### src/pdpf_mass_table.sv
// Residue mass table, 128 words of Q16.16, registered read.
// No dependencies.
module pdpf_mass_table (
   input  logic        clock,
   input  logic        wr_en,
   input  logic [6:0]  wr_addr,
   input  logic [31:0] wr_data,
   input  logic [6:0]  rd_addr,
   output logic [31:0] rd_data
);
   logic [31:0] mem [128];
   logic [31:0] rd_data_ff;

   always_ff @(posedge clock) begin
      if (wr_en) begin
         mem[wr_addr] <= wr_data;
      end
      rd_data_ff <= mem[rd_addr];
   end

   assign rd_data = rd_data_ff;
endmodule

### config.mk
export PLATFORM = sky130hd
export DESIGN_NAME = pdpf_mass_table
export DESIGN_NICKNAME = d
export VERILOG_FILES = /design/src/pdpf_mass_table.sv
export SDC_FILE = /design/constraint.sdc
export NUM_CORES = 2
export LEC_CHECK = 0
export BUFFER_PORTS_ARGS = -buffer_cell sky130_fd_sc_hd__buf_2
export CAP_MARGIN = 20
export CORE_MARGIN = 3
export CORE_UTILIZATION = 43
export DETAILED_ROUTE_END_ITERATION = 7
export PLACE_DENSITY = 0.6
export SLEW_MARGIN = 25
export SYNTH_ARGS = -nofsm -noshare
export SYNTH_HDL_FRONTEND = slang
export SYNTH_SLANG_ARGS = --single-unit
### constraint.sdc
create_clock -name clock -period 5.8 [get_ports clock]
set_input_delay 0.58 -clock clock [delete_from_list [all_inputs] [get_ports clock]]
set_output_delay 0.58 -clock clock [all_outputs]
set_load 0.02 [all_outputs]
==> flow_summary_export.csv <==
group,metric,value,unit
critical_path,r2r_slack,3.14,ns
power_and_ir_drop,p_leak,54.4,nW
critical_path,path_class,"in2reg",
hold_path,hold_class,"in2reg",
timing,worstMarginPinSlew,1.16,ns
power_and_ir_drop,ir_drop,0.000258,V
drt,detail_route.wl_per_cell,37.6,um
placed_design,finalWeightedCongestion,0.816,
synthesis,synth_xor_area_share,0,%
run,cap_violations,0,
critical_path,crit_fanout,47,
cts,cts_buffers,411,
power_and_ir_drop,power_frac_clock,42.1,%
run_status,status,"finished clean",
drt,route.detailed.drc,0,
grt,grt_antenna_before_repair,70,
synthesis,synth_compound_area_share,0,%
floorplan,io-pin-count,80,
floorplan,die_y,609,um
power_and_ir_drop,p_int,0.0494,W
critical_path,cp-start-kind,"input pin",
timing,setup_tns,0,ns
cts,clk_pin_slew,0.06,ns
drt,drt_pass1_iterations,6,
drt,routed_wirelength,436,mm
grt,overflow,0,
power_and_ir_drop,p_per_area,352,nW/um2
synthesis,synth_seq_cells,4128,
placed_design,dpl.hpwl,250,mm
floorplan,coreArea,361000,um2
grt,first_global_vias,71600,
drt,drt_iter0_drc,11000,
layout,layout_common_cells,"edfxtp_1 (4096), mux4_2 (1344), clkbuf_16 (419)",
synthesis,synthMuxAreaShare,19.6,%
synthesis,synthSimpleGateAreaFrac,0.446,%
critical_path,critPathArrivalTime,3.95,ns
layout,layout.cells.non_filler,11600,
synthesis,yosysWarnings,0,
power_and_ir_drop,p_sw,0.0134,W
power_and_ir_drop,combPwrFrac,5.3,%
critical_path,cp-startpoint,"rd_addr[0]",
cts,cts_tree,"built",
floorplan,fp-row-count,220,
floorplan,die_x,609,um
timing,slew_headroom,22.4,%
drt,num_vias,71700,
synthesis,synth_cells,5990,
grt,track_usage,23.4,%
timing,drv_slew,0,
cts,cts_root_buf,"clkbuf_16",
layout,area_growth_syn_to_layout,14.3,%
power_and_ir_drop,power_switching_share,21.4,%
synthesis,synth_nets,6038,
timing,fin_crit_sh,54.2,%
timing,timing.final.hold_violations,0,
synthesis,synth_fa_ha_area_share,0,%
critical_path,worstReg2RegStart,"mem[5][14]",
synthesis,synth_area,156000,um2
hold_path,hold_path_startpoint,"wr_data[19]",
layout,nNetsFinal,6492,
timing,setup_viol,0,
critical_path,endpoint_kind,"flip-flop",
layout,fillCellCount,27900,
floorplan,dieArea,371000,um2
cts,clockBufferDepth,4,
power_and_ir_drop,power_frac_seq,52.6,%
layout,drive_above_1_share,36.2,%
timing,max_freq,0.318,GHz
grt,grt_max_degree,124,
drt,route.antenna.remaining_nets,0,
drt,vias_per_cell,6.18,
cts,cts_setup_buffers,0,
grt,grt_pass1_wl,600,mm
cts,clock_sink_count,4128,
timing,skew,0.0508,ns
cts,hold_buffers,0,
cts,ctsResizeCount,0,
timing,fin_crit,3.14,ns
timing,rsz0062_at_grt,"false",
cts,clock_latency,0.97,ns
floorplan,start_util,43.3,%
synthesis,ys_types,17,
layout,final_common_cell,"edfxtp_1",
placed_design,portBuffers,79,
cts,ctsHtreeMaxLevel,5,
synthesis,synth_top_family_by_area,"multiplexers",
placed_design,dp.cells,10800,
synthesis,yosysSeqAreaShare,79.1,%
critical_path,cp_data_required_time,6.61,ns
synthesis,syn_avg_cell_area,26.1,um2
==> layer usage <==
layer	part of all wire (%)	GRT usage, %
met2	48	36.9
met4	2.2	5.16
met5	0.016	0
met1	39	33.5
met3	10	5.57
==> critical path, cell delays in order <==
cell    delay, ns
buf_12       0.37
buf_12       0.37
buf_4        0.41
mux4_2       0.57
mux4_2       0.46
mux4_2       0.68
mux2_2       0.35
==> Yosys cell counts <==
cell | number | area share (%)
or3_1 | 1 | 0.0040
clkbuf_1 | 182 | 0.44
nor3_1 | 9 | 0.029
buf_6 | 2 | 0.014
buf_1 | 50 | 0.12
edfxtp_1 | 4096 | 79
nor2b_1 | 7 | 0.028
nand3_1 | 12 | 0.038
nor2_1 | 122 | 0.29
mux4_2 | 1344 | 19
buf_4 | 3 | 0.014
buf_2 | 79 | 0.25
mux2_2 | 32 | 0.23
nand4_1 | 3 | 0.012
nand2b_1 | 2 | 0.0080
nand2_1 | 14 | 0.034
dfxtp_1 | 32 | 0.41
==> logic make-up after synthesis <==
logic type    Yosys count
mux                  1376
flops                4128
buf+inv               316
simple gates          170
==> metrics by stage <==
| stage | utilization [%] | setup WS [ns] | instance area, um2 | hold WS [ns] | power, W |
|---|---|---|---|---|---|
| final | 49.5 | 2.66 | 179000 | 0.125 | 0.0629 |
| after global routing | 49.5 | 2.56 | 179000 | 0.101 | 0.0645 |
| after CTS | 49.5 | 2.68 | 178000 | 0.0697 | 0.0633 |
| after detailed placement | 45.8 | 1.66 | 165000 | 1.04 | 0.0370 |
| after global placement | 45.8 | 1.63 | 165000 | 1.05 | 0.0370 |
| after floorplan | - | 1.98 | 156000 | 0.679 | 0.0353 |
==> sequential cells by signal, indices dropped and copies added (netlist names) <==
name / count
rd_data: 32
mem: 4096
==> layout make-up <==
cell class                      instances  area, um2  share of cell area [%]
Antenna cell                           35       87.6                  0.0490
Multi-Input combinational cell       1546      32300                    18.1
Tap cell                             4773       5970                    3.34
Clock inverter                        241       2440                    1.37
Sequential cell                      4128     124000                    69.2
Clock buffer                          512      11000                    6.13
Timing Repair Buffer                  357       3200                    1.79
==> path summary, 6_finish.rpt <==
kind | endpoint | cells past startpoint
max | rd_data[14] | 7
min | mem[99][19] | 1
max reg2reg | rd_data[14] | 4
min reg2reg | rd_data[15] | 4
==> power groups by stage <==
stage	sequential [W]	clock [W]	combinational [W]
5_1_grt	0.0331	0.0280	0.00343
3_5_place_dp	0.0337	0	0.00332
3_3_place_gp	0.0337	0	0.00327
6_report	0.0331	0.0265	0.00330
4_1_cts	0.0331	0.0268	0.00332
2_1_floorplan	0.0337	0	0.00159
(Power assumes the default switching activity.)
