--- config.mk ---
export PLATFORM = sky130hd
export DESIGN_NAME = pdpf_accum
export DESIGN_NICKNAME = d
export VERILOG_FILES = /design/src/pdpf_pkg.sv /design/src/pdpf_accum.sv
export SDC_FILE = /design/constraint.sdc
export NUM_CORES = 1
export LEC_CHECK = 0
export ABC_AREA = 1
export BUFFER_PORTS_ARGS = -buffer_cell sky130_fd_sc_hd__buf_2
export CORE_MARGIN = 1.5
export CORE_UTILIZATION = 45
export DETAILED_ROUTE_END_ITERATION = 8
export GPL_TIMING_DRIVEN = 0
export PLACE_DENSITY = 0.73
export SETUP_SLACK_MARGIN = 0.5
export SYNTH_ARGS = -nofsm -noshare
export SYNTH_HDL_FRONTEND = slang
export SYNTH_SLANG_ARGS = --single-unit
export TNS_END_PERCENT = 100
--- constraint.sdc ---
create_clock -name clock -period 5.4 [get_ports clock]
set_clock_uncertainty 0.15 [all_clocks]
set_input_delay 1.62 -clock clock [delete_from_list [all_inputs] [get_ports clock]]
set_output_delay 1.62 -clock clock [all_outputs]
set_load 0.05 [all_outputs]
--- src/pdpf_pkg.sv ---
// Package for the protease digest peptide finder.
// Holds sizes, codes, the mask test and the accumulator control struct.
// No dependencies.
package pdpf_pkg;

   localparam int PROTEIN_LEN = 4096;
   localparam int PEPTIDE_LEN = 800;
   localparam int ADDR_W      = $clog2(PROTEIN_LEN);
   localparam int LEN_W       = ADDR_W + 1;
   localparam int POS_W       = ADDR_W + 2;
   localparam int ACC_W       = 32 + ADDR_W + 2;

   localparam logic signed [POS_W-1:0] POS_ONE = POS_W'(1);
   localparam logic signed [POS_W-1:0] POS_TWO = POS_W'(2);
   localparam logic [LEN_W-1:0] LEN_MAX = LEN_W'(PROTEIN_LEN);

   localparam logic [31:0] PROTON_Q16 = 32'd66013;
   localparam logic [6:0]  CODE_STAR  = 7'd42;
   localparam logic [6:0]  CODE_O     = 7'd111;
   localparam logic [6:0]  CODE_H     = 7'd104;
   localparam logic [6:0]  CODE_A     = 7'd65;
   localparam logic [6:0]  CODE_Z     = 7'd90;

   localparam logic [1:0] OP_LOAD   = 2'd0;
   localparam logic [1:0] OP_APPEND = 2'd1;
   localparam logic [1:0] OP_NEW    = 2'd2;
   localparam logic [1:0] OP_FETCH  = 2'd3;

   localparam logic [1:0] KIND_ACK     = 2'd0;
   localparam logic [1:0] KIND_PEPTIDE = 2'd1;
   localparam logic [1:0] KIND_DONE    = 2'd2;
   localparam logic [1:0] KIND_FULL    = 2'd3;

   localparam logic [2:0] CSR_MIN_MASS  = 3'd0;
   localparam logic [2:0] CSR_MAX_MASS  = 3'd1;
   localparam logic [2:0] CSR_MISSED    = 3'd2;
   localparam logic [2:0] CSR_CLEAVE    = 3'd3;
   localparam logic [2:0] CSR_BLOCK     = 3'd4;

   typedef struct packed {
      logic        clear;
      logic        add;
      logic [31:0] operand;
   } acc_ctl_type;

   function automatic logic in_mask(input logic [25:0] mask, input logic [6:0] code);
      logic [6:0] off;
      off = code - CODE_A;
      return (code >= CODE_A) && (code <= CODE_Z) && mask[off[4:0]];
   endfunction

endpackage

--- src/pdpf_accum.sv ---
// Shared mass accumulator: one add per cycle, saturated 32-bit view.
// Depends on pdpf_pkg.
module pdpf_accum import pdpf_pkg::*; (
   input  logic        clock,
   input  acc_ctl_type ctl,
   output logic [31:0] mass
);
   logic [ACC_W-1:0] acc_ff;
   logic [ACC_W-1:0] acc_in;

   always_comb begin
      acc_in = acc_ff;
      if (ctl.clear) begin
         acc_in = '0;
      end else if (ctl.add) begin
         acc_in = acc_ff + ACC_W'(ctl.operand);
      end
   end

   always_ff @(posedge clock) begin
      acc_ff <= acc_in;
   end

   assign mass = (|acc_ff[ACC_W-1:32]) ? 32'hFFFF_FFFF : acc_ff[31:0];
endmodule
==> results.toml <==
[status]
outcome = "finished, final reports clean"

[clock_network]
cts_buffer_depth = 2
clock_sinks = 46
cts_hold_buf = 0
htreeDepth = 2
cts_inserted_buffers = 5
root_buffer = "clkbuf_8"
worst_skew_pair.late_latency_ns = 0.32
cts_resized = 0
clkTransAtPathRegs_ns = 0.09
cts_tree = "yes"
postCtsSetupRepairBufs = 0

[synth]
synth_area_um2 = 5060
synth.avg_cell_area_um2 = 5.64
synth_edf_count = 0
synth_warnings = 0
synth_fp_nets = 964
synth-async-reset-ratio_pct = 0
synth-seq-area-share_pct = 18.2
synth_cells = 896
ys_types = 35
synthFlopType = "dfxtp_1"
yosys_register_bits = 46

[finish]
nFillCells = 1184
largest_reg_flops = 46
diodes = 0
final_common_cell = "nand2_1"
area_delta_synth_final_pct = 12.1
drive_gt1_share_pct = 16.6
fin_nets = 1036
utilization_pct = 52.1
final_cell_mix = "nand2_1, inv_1, a21oi_1"
reg_top3 = "acc_ff (46)"
largest-register = "acc_ff"

[drt]
wl_um = 14000
wl_per_cell_um = 12.6
drt_iter0_drc = 268
firstDrtPassIters = 5
viasPerCell = 4.79
vias = 5316
ant_nets = 0
drc = 0

[global_route]
grtUsageMet2_pct = 42.1
grt_pass1_vias = 4727
use_met1_pct = 31.4
overflow = 0
top_usage_layer = "met2"
grt_antenna_before_repair = 0
grt_pass1_wl_um = 22400
grt_max_degree = 15
use_met3_pct = 3.71
track_usage_pct = 24.5

[floorplanning]
initial_core_util_pct = 46.4
ioPinCount = 67
rows = 38
die_x_um = 109
core_um2 = 10900
die_area_um2 = 11900
die_h_um = 109

[place]
dp_hpwl_um = 11700
place_congestion = 0.958
numPortBuffers = 65

[timing]
worstMarginPinSlew_ns = 0.690
setup_violations = 0
fin_crit_ns = 4.03
slew_headroom_pct = 53.6
hold_viol = 0
whs_ns = 0.338
setup_tns_ns = 0
final.period_utilization_pct = 74.7
fmax_mhz = 248
slew_violations = 0
rsz0062_at_grt = "false"

[flow_run]
maxCapViolations = 0

[worst_setup_path]
crit_chain = "nor4_1, nand2_1, nor4_4, buf_6, nand2_1, buf_2"
cp_top_family = "simple AND/OR/NAND/NOR gates"
max_stage_delay_ns = 0.54
worstPathArrival_ns = 2.26
cp-start-kind = "flop"
endpoint_kind = "output pin"
path_buf_inv = 2
crit_top_cell = "nand2_1"
crit_fanout = 10
cpMaxStageDelayCell = "nor4_4"
critPathKind = "flop to output pin"
required_ns = 3.63

[pwr]
switchingPower_uw = 684
clkPwrFrac_pct = 19.2
internal_power_uw = 722
seq_power_share_pct = 27.3
power_density_nw_per_um2 = 248
leakagePower_nw = 3.36
vdd_drop_max_v = 0.000135
swShare_pct = 48.6
p_comb_share_pct = 53.5

[worst_hold_path]
min_path_type = "flop to flop"
[worst reg2reg max path, cell delays in order (launching register included)]
cell	delay, ns
dfxtp_1	0.34
ha_1	0.18
inv_1	0.07
fa_1	0.41
inv_1	0.14
nand3_1	0.08
nand3_1	0.16
nand2_1	0.09
nand2_2	0.13
nand2_1	0.06
nand2_1	0.10
nand2_1	0.15
nand3_1	0.13
nand3_1	0.08
nand2_1	0.09
inv_1	0.04
[stage by stage]
step / cells / setup slack [ns] / instance area, µm² / power (mW)
final: 1109 / 1.37 / 5670 / 1.41
after global routing: 1109 / 1.29 / 5670 / 1.50
after CTS: 1109 / 1.38 / 5670 / 1.41
after detailed placement: 1101 / 1.54 / 5560 / 1.14
after global placement: 1101 / 1.57 / 5560 / 1.13
after floorplan: 896 / 2.06 / 5060 / 0.975
[per-layer routing]
layer  up-vias  share of wire (%)
met2       133                 45
li1       2875                  -
met4         0                2.0
met3        17                5.0
met1      2291                 48
met5         -                  0
[power groups by stage]
stage	logic [mW]	clock network, mW	registers (mW)
6_report	0.752	0.270	0.384
4_1_cts	0.750	0.278	0.384
3_5_place_dp	0.747	0	0.392
3_3_place_gp	0.742	0	0.391
5_1_grt	0.831	0.286	0.387
2_1_floorplan	0.587	0	0.388
[synth_stat cells, drive strengths merged, types with 2 or more instances]
master	number	share of area, %
nand2	314	25
xor2	14	2.4
buf	6	0.96
xnor2	3	0.52
nor2	86	8.0
nand3	57	6.6
inv	195	14
nand4	2	0.25
ha	32	7.9
o21bai	3	0.59
clkbuf	10	0.74
nor4	7	1.3
a21oi	78	7.9
o21ai	29	2.9
nor3	8	0.89
dfxtp	46	18
[final timing paths]
path / depth (start not counted) / start / slack (ns) / endpoint
worst min register to register: 2 / acc_ff[0] / 0.34 / acc_ff[0]
worst min-delay path: 2 / acc_ff[0] / 0.34 / acc_ff[0]
worst max register to register: 15 / acc_ff[0] / 2.91 / acc_ff[28]
worst max-delay path: 6 / acc_ff[32] / 1.37 / mass[1]
[cell type report]
cell class | instances | area, µm² | area share (%)
Buffer | 16 | 86.3 | 1.52
Clock buffer | 6 | 72.6 | 1.28
Multi-Input combinational cell | 638 | 3310 | 58.5
Timing Repair Buffer | 65 | 325 | 5.74
Sequential cell | 46 | 921 | 16.2
Tap cell | 140 | 175 | 3.09
Clock inverter | 2 | 37.5 | 0.662
Inverter | 196 | 736 | 13.0
[kinds of logic after synthesis]
group | after synthesis | share of synthesized area, %
flip-flops | 46 | 18.2
buffers and inverters | 212 | 16.3
AND/OR/NAND/NOR | 477 | 42.7
AO/OA/AOI/OAI | 111 | 11.6
XOR/XNOR | 17 | 2.94
adder cells (fa/ha/maj) | 33 | 8.31
(Power assumes the default switching activity.)
